## src/sv/assert_macros.svh

```systemverilog
// ----------------------------------------------------------------------------
// assertion macros
// shared concurrent assertion forms, clocked, and disabled while the active-low reset is asserted
// ----------------------------------------------------------------------------
`ifndef ASSERT_MACROS_SVH
`define ASSERT_MACROS_SVH

// implication checked on every rising edge outside reset
`define ASSERT_IMPL(label, clk, rst_n, ante, cons, msg) \
    label: assert property (@(posedge clk) disable iff (!rst_n) (ante) |-> (cons)) \
        else $error(msg);

// consequence checked in the cycle after the antecedent
`define ASSERT_NEXT(label, clk, rst_n, ante, cons, msg) \
    label: assert property (@(posedge clk) disable iff (!rst_n) (ante) |=> (cons)) \
        else $error(msg);

`endif

```

## src/sv/rcr_pkg.sv

```systemverilog
// ----------------------------------------------------------------------------
// rcr_pkg
// types and constants of the rectangle canvas raster
// ----------------------------------------------------------------------------
package rcr_pkg;

    // opcodes
    localparam logic [1:0] OP_CLEAR = 2'd0;
    localparam logic [1:0] OP_DRAW  = 2'd1;
    localparam logic [1:0] OP_READ  = 2'd2;
    localparam logic [1:0] OP_NOP   = 2'd3;

    // result status codes
    localparam logic [1:0] STAT_OK   = 2'd0;
    localparam logic [1:0] STAT_SIZE = 2'd1;
    localparam logic [1:0] STAT_KIND = 2'd2;

    // configuration register indexes
    localparam logic [1:0] CFG_WIDTH  = 2'd0;
    localparam logic [1:0] CFG_HEIGHT = 2'd1;
    localparam logic [1:0] CFG_BG     = 2'd2;

    localparam logic [7:0] KIND_OUTLINE = 8'h72;
    localparam logic [7:0] KIND_FILLED  = 8'h52;

    localparam int FRAC_BITS = 8;
    // room for a 24-bit edge plus a 24-bit size, and for a 12-bit pixel index in Q.8
    localparam int CW = 27;
    localparam logic signed [CW-1:0] FRAC_ONE = 27'sd256;

    localparam logic [7:0] BG_RESET = 8'h20;

    typedef struct packed {
        logic [1:0]         opcode;
        logic signed [23:0] rect_x;
        logic signed [23:0] rect_y;
        logic signed [23:0] rect_w;
        logic signed [23:0] rect_h;
        logic [7:0]         rect_kind;
        logic [7:0]         paint_char;
        logic [8:0]         pixel_col;
        logic [8:0]         pixel_row;
    } t_in;

    typedef struct packed {
        logic [7:0] pixel_value;
        logic [1:0] status;
    } t_out;

    typedef enum logic [1:0] {
        RT_SCAN,
        RT_READ,
        RT_DONE
    } t_route;

    typedef enum logic [2:0] {
        S_IDLE,
        S_SCAN,
        S_READ,
        S_RDATA,
        S_FIN
    } t_state;

    typedef struct packed {
        logic load;
        logic scan_step;
        logic rd_en;
        logic out_load;
    } t_dp_cmd;

    typedef struct packed {
        t_route route;
        logic   scan_last;
    } t_dp_sts;

endpackage

```

## src/sv/rcr_ctrl.sv

```systemverilog
// ----------------------------------------------------------------------------
// rcr_ctrl
// command sequencer: accept, scan or read as the command needs, then hand the result to the output
// ----------------------------------------------------------------------------
`include "assert_macros.svh"

module rcr_ctrl import rcr_pkg::*; (
    input  logic     i_clk,
    input  logic     i_rst_n,
    input  logic     i_in_valid,
    output logic     o_in_stall,
    output logic     o_out_valid,
    input  logic     i_out_stall,
    input  t_dp_sts  i_sts,
    output t_dp_cmd  o_cmd
);

    t_state r_state, n_state;
    logic   r_out_valid, n_out_valid;
    logic   in_accept;

    always_ff @(posedge i_clk) begin
        if (!i_rst_n) begin
            r_state     <= S_IDLE;
            r_out_valid <= 1'b0;
        end else begin
            r_state     <= n_state;
            r_out_valid <= n_out_valid;
        end
    end

    assign o_in_stall = (r_state != S_IDLE);
    assign in_accept  = i_in_valid && !o_in_stall;

    always_comb begin
        n_state = r_state;
        o_cmd   = '0;
        unique case (r_state)
            S_IDLE: begin
                if (in_accept) begin
                    o_cmd.load = 1'b1;
                    unique case (i_sts.route)
                        RT_SCAN: n_state = S_SCAN;
                        RT_READ: n_state = S_READ;
                        default: n_state = S_FIN;
                    endcase
                end
            end
            S_SCAN: begin
                o_cmd.scan_step = 1'b1;
                if (i_sts.scan_last) begin
                    n_state = S_FIN;
                end
            end
            S_READ: begin
                o_cmd.rd_en = 1'b1;
                n_state     = S_RDATA;
            end
            S_RDATA: begin
                n_state = S_FIN;
            end
            S_FIN: begin
                // wait for the output register to free up
                if (!r_out_valid || !i_out_stall) begin
                    o_cmd.out_load = 1'b1;
                    n_state        = S_IDLE;
                end
            end
            default: begin
                n_state = S_IDLE;
            end
        endcase
        n_out_valid = o_cmd.out_load ? 1'b1 : (r_out_valid && i_out_stall);
    end

    assign o_out_valid = r_out_valid;

    `ASSERT_IMPL(a_load_slot_free, i_clk, i_rst_n, o_cmd.out_load, (!r_out_valid || !i_out_stall), "result loaded over a pending transaction")
    `ASSERT_NEXT(a_accept_leaves_idle, i_clk, i_rst_n, in_accept, (r_state != S_IDLE), "accepted transaction did not start")
    `ASSERT_NEXT(a_scan_ends, i_clk, i_rst_n, (r_state == S_SCAN && i_sts.scan_last), (r_state == S_FIN), "scan did not finish on last pixel")

endmodule

```

## config.mk

```make
export PLATFORM = sky130hd
export DESIGN_NAME = rcr_ctrl
export DESIGN_NICKNAME = d
export VERILOG_FILES = /design/src/sv/rcr_pkg.sv /design/src/sv/rcr_ctrl.sv
export VERILOG_INCLUDE_DIRS = /design/src /design/src/sv
export SDC_FILE = /design/constraint.sdc
export NUM_CORES = 1
export LEC_CHECK = 0
export BUFFER_PORTS_ARGS = -buffer_cell sky130_fd_sc_hd__buf_4
export CORE_AREA = 2 2 39 41
export DETAILED_ROUTE_END_ITERATION = 12
export DIE_AREA = 0 0 41 43
export HOLD_SLACK_MARGIN = 0.12
export PLACE_DENSITY = 0.39
export SLEW_MARGIN = 20
export SYNTH_ARGS = -nofsm -noshare
export SYNTH_HDL_FRONTEND = slang
export SYNTH_SLANG_ARGS = --single-unit
```

## constraint.sdc

```tcl
create_clock -name i_clk -period 2.9 [get_ports i_clk]
set_clock_uncertainty 0.2 [all_clocks]
set_input_delay 0.145 -clock i_clk [delete_from_list [all_inputs] [get_ports i_clk]]
set_output_delay 0.145 -clock i_clk [all_outputs]
set_load 0.02 [all_outputs]
```

==> impl_metrics.json, run 1 <==
{
  "status": "finished, final reports clean",
  "drv_cap": 0,
  "dp_hpwl_microns": 491.7,
  "worstPathRequired_ns": 2.82,
  "setup_viol": 0,
  "clockBufferDepth": 2,
  "first_pass_iters": 4,
  "first_global_vias": 269,
  "reg2reg_to": "o_out_valid",
  "power_density_mw_per_mm2": 450.9,
  "total_power_w": 0.0001980,
  "grt_pass1_wl_microns": 1090,
  "drt-initial-drc-count": 5,
  "cp_num_buf_inv": 3,
  "r2r_cells": 3,
  "drc": 0,
  "synth.distinct_cells": 20,
  "die-area_sq_mm": 0.001763,
  "worstPathCellList": "dlygate4sd3_1, buf_4, nand2b_1, dlygate4sd3_1, a2111oi_1",
  "clkLatencyLatePin_ns": 0.23,
  "hold_depth": 4,
  "overflow": 0,
  "worstReg2RegStart": "r_state[2]",
  "period_share_pct": 67.47,
  "tightest_slew_ns": 0.3735,
  "hold_path.class": "input pin to register",
  "clk_pin_slew_worst_paths_ns": 0.04,
  "h-tree-depth": 1,
  "crit_path_max_incr_delay_ns": 0.56,
  "vdd_drop_max_uv": 156.7,
  "port_buffers": 12,
  "fill_cells": 160,
  "cts_setup_buffers": 0,
  "max-slew-margin-rel_pct": 74.82,
  "rsz0062_at_grt": "false",
  "crit_path_max_fanout": 3,
  "crit_path_start": "i_sts[2]",
  "synth_seq_cells": 4,
  "root_buffer": "clkbuf_4",
  "pin_count": 13,
  "worst_ep_arrival_time_ns": 1.87,
  "final_nets": 61,
  "netlist_instances": 33,
  "cellLeakagePower_nw": 0.2005,
  "cts_buffers": 3,
  "start_util_pct": 18.99,
  "ys_seq_area_share_pct": 30.48,
  "grt_max_degree": 13,
  "vias": 296,
  "yosysWarningCount": 0,
  "layout_min_cycle_time_ns": 1.957,
  "avgViaCountPerCell": 4.353,
  "n_antenna_cell": 0,
  "placementRows": 14,
  "hold_viol": 0,
  "fp.coreArea_sq_mm": 0.001384,
  "drt.antenna.violating_nets": 0,
  "netlist_area_sq_um": 262.8,
  "areaGrowthSynthToFinish_pct": 67.14,
  "tns_ns": 0,
  "wl_microns": 649,
  "drive_above_1_share_pct": 30.77,
  "cts_sinks": 4,
  "whs_endpoint": "r_state[0]",
  "antenna_found_initial": 0,
  "min_from": "i_sts[0]",
  "die_h_microns": 43,
  "crit_path_frequent_cell": "dlygate4sd3_1",
  "critPathKind": "input pin to register",
  "cp_slowest_cell": "dlygate4sd3_1",
  "start_kind": "input pin",
  "cts_tree": "done",
  "syn_nets": 40,
  "routedWlPerCell_microns": 9.544,
  "critPathCaptureType": "register",
  "r2r_slack_ns": 1.28,
  "synth.avg_cell_area_sq_um": 7.962,
  "fmax_mhz": 511.1,
  "dieWidth_microns": 41,
  "globalplace.congestion": 0.7457,
  "grt_usage_pct": 8.818,
  "drv_slew": 0,
  "crit_family": "buffers and inverters"
}
cell families (layout without fill, tap and decap cells):
group | after synthesis | after routing | share of synthesized area [%]
compound gates | 9 | 9 | 27.62
buf+inv | 5 | 24 | 10.47
flops | 4 | 4 | 30.48
mux | 1 | 1 | 3.810
simple gates | 14 | 14 | 27.62
repair_timing:
| action | CTS | global route |
|---|---|---|
| gates resized for setup | 0 | 0 |
| endpoints found under the hold margin | 4 | 0 |
| hold buffers | 6 | 0 |
how the worst max path moves through the flow:
stage,end,slack (ns),cells after the start
4_1_cts,r_state[1],0.95,5
5_1_grt,r_state[1],0.89,5
3_5_place_dp,r_state[2],1.52,3
3_3_place_gp,r_state[2],1.50,3
6_report,r_state[1],0.94,5
2_1_floorplan,o_cmd[3],1.34,3
tightest hold or removal path: stages:
cell     delay [ns]
buf_4          0.08
nor3b_1        0.04
o21ai_1        0.21
a21oi_1        0.09
power breakdown:
part	leakage (nW)	internal [W]	switching, W
clock	0.0138	0.0000462	0.0000210
sequential	0.0327	0.0000598	0.00000916
combinational	0.154	0.0000329	0.0000290
total	0.200	0.000139	0.0000591
metal layers:
metal / vias up / GRT usage, % / wire [microns]
met5: - / 0 / 0
met2: 11 / 11.88 / 278
met4: 0 / 4.000 / 0
met3: 0 / 3.665 / 49
li1: 158 / - / -
met1: 127 / 11.82 / 321
cells in the final DEF, fill, tap and decap left out:
| cell type | n |
|---|---|
| nor3b_1 | 1 |
| a211o_1 | 1 |
| buf_4 | 12 |
| a41o_1 | 1 |
| nor2_1 | 4 |
| nor3_1 | 2 |
| dfxtp_1 | 4 |
| a21oi_1 | 2 |
| nand2_1 | 3 |
| mux2i_1 | 1 |
| clkbuf_4 | 3 |
| or3_1 | 1 |
| dlygate4sd3_1 | 6 |
| a21boi_0 | 1 |
| inv_1 | 3 |
| o41ai_2 | 1 |
| a2111oi_1 | 1 |
| and4b_1 | 1 |
| o21ai_0 | 1 |
| o21ai_1 | 1 |
| nand2b_1 | 2 |
area by class of cell:
| cell class | count | area, sq um | share of cell area [%] |
|---|---|---|---|
| Timing Repair Buffer | 18 | 150.1 | 34.19 |
| Inverter | 3 | 11.26 | 2.564 |
| Multi-Input combinational cell | 24 | 155.1 | 35.33 |
| Clock buffer | 3 | 22.52 | 5.128 |
| Tap cell | 16 | 20.02 | 4.558 |
| Sequential cell | 4 | 80.08 | 18.23 |
Yosys cell counts:
library cell,number,area (sq um)
a211o_1,1,8.760
o21ai_1,1,5.000
buf_2,1,5.000
nor3b_1,1,7.510
nor3_1,2,10.01
or3_1,1,6.260
nor2_1,4,15.01
a21oi_1,2,10.01
dfxtp_1,4,80.08
a21boi_0,1,7.510
a2111oi_1,1,10.01
o41ai_2,1,16.27
nand2_1,3,11.26
nand2b_1,2,12.51
and4b_1,1,10.01
mux2i_1,1,10.01
inv_1,3,11.26
o21ai_0,1,5.000
buf_6,1,11.26
a41o_1,1,10.01
flip-flops by register name, indices dropped and copies added (netlist names):
| name | cells |
|---|---|
| r_state | 3 |
| o_out_valid | 1 |
per-stage QoR:
step	utilization [%]	hold slack (ns)	std cells	setup WS, ns	cell area (sq um)
final	31.74	0.1724	68	0.9434	439.2
after detailed placement	25.77	0.2371	59	1.522	356.6
after floorplan	-	0.09163	33	1.342	262.8
after CTS	31.74	0.1684	68	0.9503	439.2
after global routing	31.74	0.1955	68	0.8923	439.2
after global placement	25.77	0.2374	59	1.504	356.6
No activity file was read; power rests on OpenSTA's default activity.
==> run 2, diff against run 1 <==
PLACE_DENSITY = 0.4   (was 0.39)
clock period = 1.7 ns   (was 2.9 ns; I/O delays follow)
==> impl_metrics.json, run 2 (synthesis gave the netlist of run 1 again) <==
{
  "rsz0062_at_grt": "false",
  "dpl_cell_area_sq_um": 356.6,
  "hold_depth": 3,
  "hold_path.class": "input pin to register",
  "crit_family": "buffers and inverters",
  "hold_viol": 0,
  "clk_pin_slew_worst_paths_ns": 0.04,
  "drv_cap": 0,
  "drive_above_1_share_pct": 34.62,
  "cp_slowest_cell": "dlygate4sd3_1",
  "drt.antenna.violating_nets": 0,
  "first_global_vias": 292,
  "crit_path_max_incr_delay_ns": 0.55,
  "period_share_pct": 93.20,
  "first_pass_iters": 4,
  "cts_setup_buffers": 0,
  "wl_microns": 683,
  "clockBufferDepth": 2,
  "port_buffers": 12,
  "die_h_microns": 43,
  "cellLeakagePower_nw": 0.2030,
  "r2r_slack_ns": 0.12,
  "r2r_cells": 4,
  "tns_ns": 0,
  "grt_pass1_wl_microns": 1062,
  "h-tree-depth": 1,
  "placementRows": 14,
  "max-slew-margin-rel_pct": 76.70,
  "final_util_pct": 32.01,
  "critPathKind": "register to register",
  "areaGrowthSynthToFinish_pct": 68.57,
  "drt-initial-drc-count": 3,
  "worstPathRequired_ns": 1.61,
  "worst_ep_arrival_time_ns": 1.50,
  "dp_hpwl_microns": 526.7,
  "n_antenna_cell": 0,
  "pin_count": 13,
  "route.met3.wl_microns": 60,
  "drc": 0,
  "die-area_sq_mm": 0.001763,
  "cp_num_buf_inv": 1,
  "overflow": 0,
  "reg2reg_to": "o_out_valid",
  "layout_min_cycle_time_ns": 1.584,
  "grt_max_degree": 13,
  "largest_reg_flops": 3,
  "placedCellCount": 59,
  "layout_commonest_cell": "buf_4",
  "fin_area_sq_um": 442.9,
  "vdd_drop_max_uv": 245.6,
  "cts_sinks": 4,
  "grt_usage_pct": 9.328,
  "final_nets": 61,
  "tightest_slew_ns": 0.3458,
  "start_util_pct": 18.99,
  "power_density_mw_per_mm2": 765.3,
  "start_kind": "register",
  "total_power_w": 0.0003390,
  "min_from": "i_in_valid",
  "cts_tree": "done",
  "antenna_found_initial": 0,
  "largest-register": "r_state",
  "status": "finished, final reports clean",
  "fp.coreArea_sq_mm": 0.001384,
  "cts_buffers": 3,
  "maxUsedRoutingLayer": "met4",
  "fmax_mhz": 631.1,
  "worstReg2RegStart": "r_state[0]",
  "met2WireLength_microns": 323,
  "routedWlPerCell_microns": 10.04,
  "m1WireLength_microns": 285,
  "dieWidth_microns": 41,
  "whs_endpoint": "r_state[1]",
  "critPathCaptureType": "register",
  "vias": 311,
  "avgViaCountPerCell": 4.574,
  "clkLatencyLatePin_ns": 0.23,
  "crit_path_max_fanout": 9,
  "setup_viol": 0,
  "worstPathCellList": "nor2_2, nand2_1, a21boi_0, dlygate4sd3_1",
  "fin_cells": 68,
  "final_cell_mix": "buf_4 (12), dlygate4sd3_1 (6)",
  "root_buffer": "clkbuf_4",
  "drv_slew": 0,
  "globalplace.congestion": 0.7308
}
## run 2: cell counts in the layout (fill, tap and decap cells not counted)
No cell type changed its count.
## run 2: worst max path at each step
stage	start	endpoint	slack [ns]	cells after the start
2_1_floorplan	r_state[2]	o_cmd[3]	0.20	3
3_3_place_gp	r_state[0]	r_state[2]	0.30	3
3_5_place_dp	r_state[0]	r_state[2]	0.33	3
4_1_cts	r_state[0]	o_out_valid	0.09	4
5_1_grt	r_state[0]	o_out_valid	0.02	4
6_report	r_state[0]	o_out_valid	0.12	4
## run 2: report_power, final
group / total (W) / switching [W] / internal (W)
Sequential: 0.000119 / 0.0000160 / 0.000103
Combinational: 0.000107 / 0.0000505 / 0.0000566
Clock: 0.000113 / 0.0000345 / 0.0000787
## run 2: worst min-delay path: stages
cell and delay (ns):
buf_4 0.12, o41ai_2 0.29, a2111oi_1 0.05
## run 2: per-layer routing
metal  global-route usage [%]  vias to the layer above
met5                        0                        -
met4                    10.00                        0
met3                    1.571                        2
met2                    14.37                       13
met1                    9.295                      137
li1                         -                      159
## run 2: area by class of cell
type                    instances  area [sq um]
repair buffers                 18         150.1
flip-flops and latches          4         81.33
inverters                       3         11.26
well taps                      16         20.02
clock buffers                   3         22.52
multi-input cells              24         157.7
fillers                       155         940.9
## run 2: stage by stage
stage	hold slack [ns]	worst slack, ns
final	0.1647	0.1156
after global routing	0.1921	0.02173
after CTS	0.1592	0.09283
after detailed placement	0.1795	0.3270
after global placement	0.1778	0.3049
after floorplan	0.03163	0.2021
## run 2: what timing repair did
action | in CTS | in global routing
endpoints found under the setup margin | 0 | 1
hold endpoints to repair | 4 | 0
resized for setup | 0 | 2
hold buffers | 6 | 0
==> run 3, diff against run 2 <==
ABC_AREA = 1   (was not set)
==> impl_metrics.json, run 3 <==
{
  "status": "finished, final reports clean",
  "synthArstFlopShare_pct": 0,
  "drc": 0,
  "die_h_microns": 43,
  "grt_max_degree": 6,
  "yosysTopAreaCell": "dfxtp_1",
  "synth_common_cells": "inv_1 (6), nor2_1 (6), nand3_1 (5), dfxtp_1 (4), nand2_1 (4)",
  "root_buffer": "clkbuf_4",
  "drt.antenna.violating_nets": 0,
  "layout_min_cycle_time_ns": 1.405,
  "largest_reg_flops": 3,
  "yosysWarningCount": 0,
  "wl_microns": 668,
  "critPathCaptureType": "output port",
  "whs_endpoint": "o_out_valid",
  "hold_path.class": "register to register",
  "use_met3_pct": 3.141,
  "port_buffers": 12,
  "grt_use_met2_pct": 14.69,
  "final_nets": 69,
  "r2r_slack_ns": 0.48,
  "rsz0062_at_grt": "false",
  "overflow": 0,
  "grt_usage_pct": 9.228,
  "grt_pass1_wl_microns": 1083,
  "drv_slew": 0,
  "avgViaCountPerCell": 4.013,
  "power_density_mw_per_mm2": 1064,
  "yosysTopAreaCellShare_pct": 31.07,
  "synth_seq_cells": 4,
  "final_cell_mix": "buf_4 (12), inv_1 (6), nor2_1 (6), dlygate4sd3_1 (6), nand3_1 (5)",
  "fp.coreArea_sq_mm": 0.001384,
  "crit_path_max_incr_delay_ns": 0.53,
  "fmax_mhz": 711.6,
  "setup_viol": 0,
  "dpl_cell_area_sq_um": 367.9,
  "r2r_cells": 5,
  "crit_family": "buffers and inverters",
  "first_pass_iters": 4,
  "cp_slowest_cell": "dlygate4sd3_1",
  "worstPathRequired_ns": 1.41,
  "cts_resized": 0,
  "cellLeakagePower_nw": 0.2319,
  "netlist_instances": 39,
  "drv_cap": 0,
  "cp_num_buf_inv": 4,
  "die-area_sq_mm": 0.001763,
  "clkLatencyLatePin_ns": 0.23,
  "syn_nets": 46,
  "hold_viol": 0,
  "tightest_slew_ns": 0.2216,
  "grt_util_met1_pct": 9.615,
  "worstPathCellList": "dlygate4sd3_1, buf_4, nand2_1, inv_1, nor2_1, buf_4",
  "busiest_layer": "met2",
  "cts_sinks": 4,
  "ys_seq_area_share_pct": 31.07,
  "dp_hpwl_microns": 520.3,
  "dieWidth_microns": 41,
  "cts_buffers": 3,
  "pin_count": 13,
  "worst_ep_arrival_time_ns": 1.12,
  "routedWlPerCell_microns": 8.789,
  "hold_depth": 2,
  "layout_commonest_cell": "buf_4",
  "drive_above_1_share_pct": 35.00,
  "start_kind": "input pin",
  "first_global_vias": 289,
  "total_power_w": 0.0004794,
  "min_from": "o_out_valid",
  "clk_pin_slew_worst_paths_ns": 0.04,
  "synth.avg_cell_area_sq_um": 6.609,
  "fin_area_sq_um": 450.4,
  "largest-register": "r_state",
  "worstReg2RegStart": "r_state[2]",
  "synth-edff-count": 0,
  "crit_path_max_fanout": 2,
  "areaGrowthSynthToFinish_pct": 74.76,
  "crit_path_frequent_cell": "buf_4",
  "antenna_found_initial": 0,
  "n_antenna_cell": 0,
  "synth.distinct_cells": 16,
  "vdd_drop_max_uv": 278.5,
  "vias": 305,
  "netlist_area_sq_um": 257.7,
  "reg2reg_to": "r_state[0]",
  "drt-initial-drc-count": 3,
  "h-tree-depth": 1,
  "clockBufferDepth": 2,
  "period_share_pct": 82.66,
  "globalplace.congestion": 0.6810,
  "tns_ns": 0,
  "max-slew-margin-rel_pct": 85.21,
  "start_util_pct": 18.63,
  "yosys_most_used_dff": "dfxtp_1",
  "critPathKind": "input pin to output port",
  "synth.area.top_cells": "dfxtp_1 (31%), nand3_1 (9.7%), inv_1 (8.7%), nor2_1 (8.7%), nand2_1 (5.8%)",
  "placementRows": 14,
  "cts_tree": "done"
}
==> run 3: cell count changes in the layout (fill, tap and decap cells not counted), sizes merged, moves of 2 or more <==
| cell | before | now |
|---|---|---|
| inv | 3 | 7 |
| nand2 | 3 | 5 |
| nand2b | 2 | 0 |
| nand3 | 0 | 6 |
| nor2 | 4 | 8 |
==> run 3: worst reg2reg max path, delay by kind of cell (launching register included) <==
family / cells / cell delay [ns]
DFF: 1 / 0.41
buffers and inverters: 1 / 0.10
and+or+nand+nor: 4 / 0.40
==> run 3: cell type report <==
cell class                      instances  area [sq um]
Fill cell                             165         933.4
Multi-Input combinational cell         28         151.4
Timing Repair Buffer                   18         150.1
Sequential cell                         4         80.08
Inverter                                7         26.28
Clock buffer                            3         22.52
Tap cell                               16         20.02
==> run 3: stage by stage <==
stage | hold slack, ns | setup WS, ns | cells | util [%]
floorplan | 0.008073 | 0.5117 | 39 | -
global placement | 0.1500 | 0.4642 | 67 | 26.58
detailed placement | 0.1486 | 0.4896 | 67 | 26.58
CTS | 0.2844 | 0.2853 | 76 | 32.55
global route | 0.3358 | 0.2055 | 76 | 32.55
finish | 0.2826 | 0.2948 | 76 | 32.55
==> run 3: worst max-delay path by stage <==
stage | from | to | cells after the start
after floorplan | r_state[1] | o_cmd[3] | 3
after global placement | r_state[2] | r_state[0] | 5
after detailed placement | r_state[2] | r_state[0] | 5
after CTS | r_state[1] | o_cmd[0] | 4
after global routing | r_state[1] | o_cmd[0] | 4
final | i_out_stall | o_cmd[0] | 6
==> run 3: report_power, final <==
| part | switching, W | internal (W) |
|---|---|---|
| Combinational | 0.000133 | 0.000100 |
| Sequential | 0.0000199 | 0.000112 |
| Clock | 0.0000357 | 0.0000788 |
| Total | 0.000189 | 0.000291 |
==> run 3: cell families (layout without fill, tap and decap cells) <==
logic type / after synthesis / in the layout / share of synthesized area (%)
AO/OA/AOI/OAI: 4 / 4 / 7.767
buffers and inverters: 7 / 28 / 10.19
flip-flops: 4 / 4 / 31.07
AND/OR/NAND/NOR: 24 / 24 / 50.97
==> run 3: metal layers <==
layer / vias up / part of all wire [%]
met5: - / 0
met4: 0 / 0
met3: 0 / 3.1
met2: 5 / 52
met1: 132 / 45
li1: 168 / -
==> run 3: repair_timing <==
item                                   4_1_cts  5_1_grt
hold buffers                                 6        0
buffers inserted                             0        0
endpoints found under the hold margin        4        0
setup endpoints to repair                    0        0
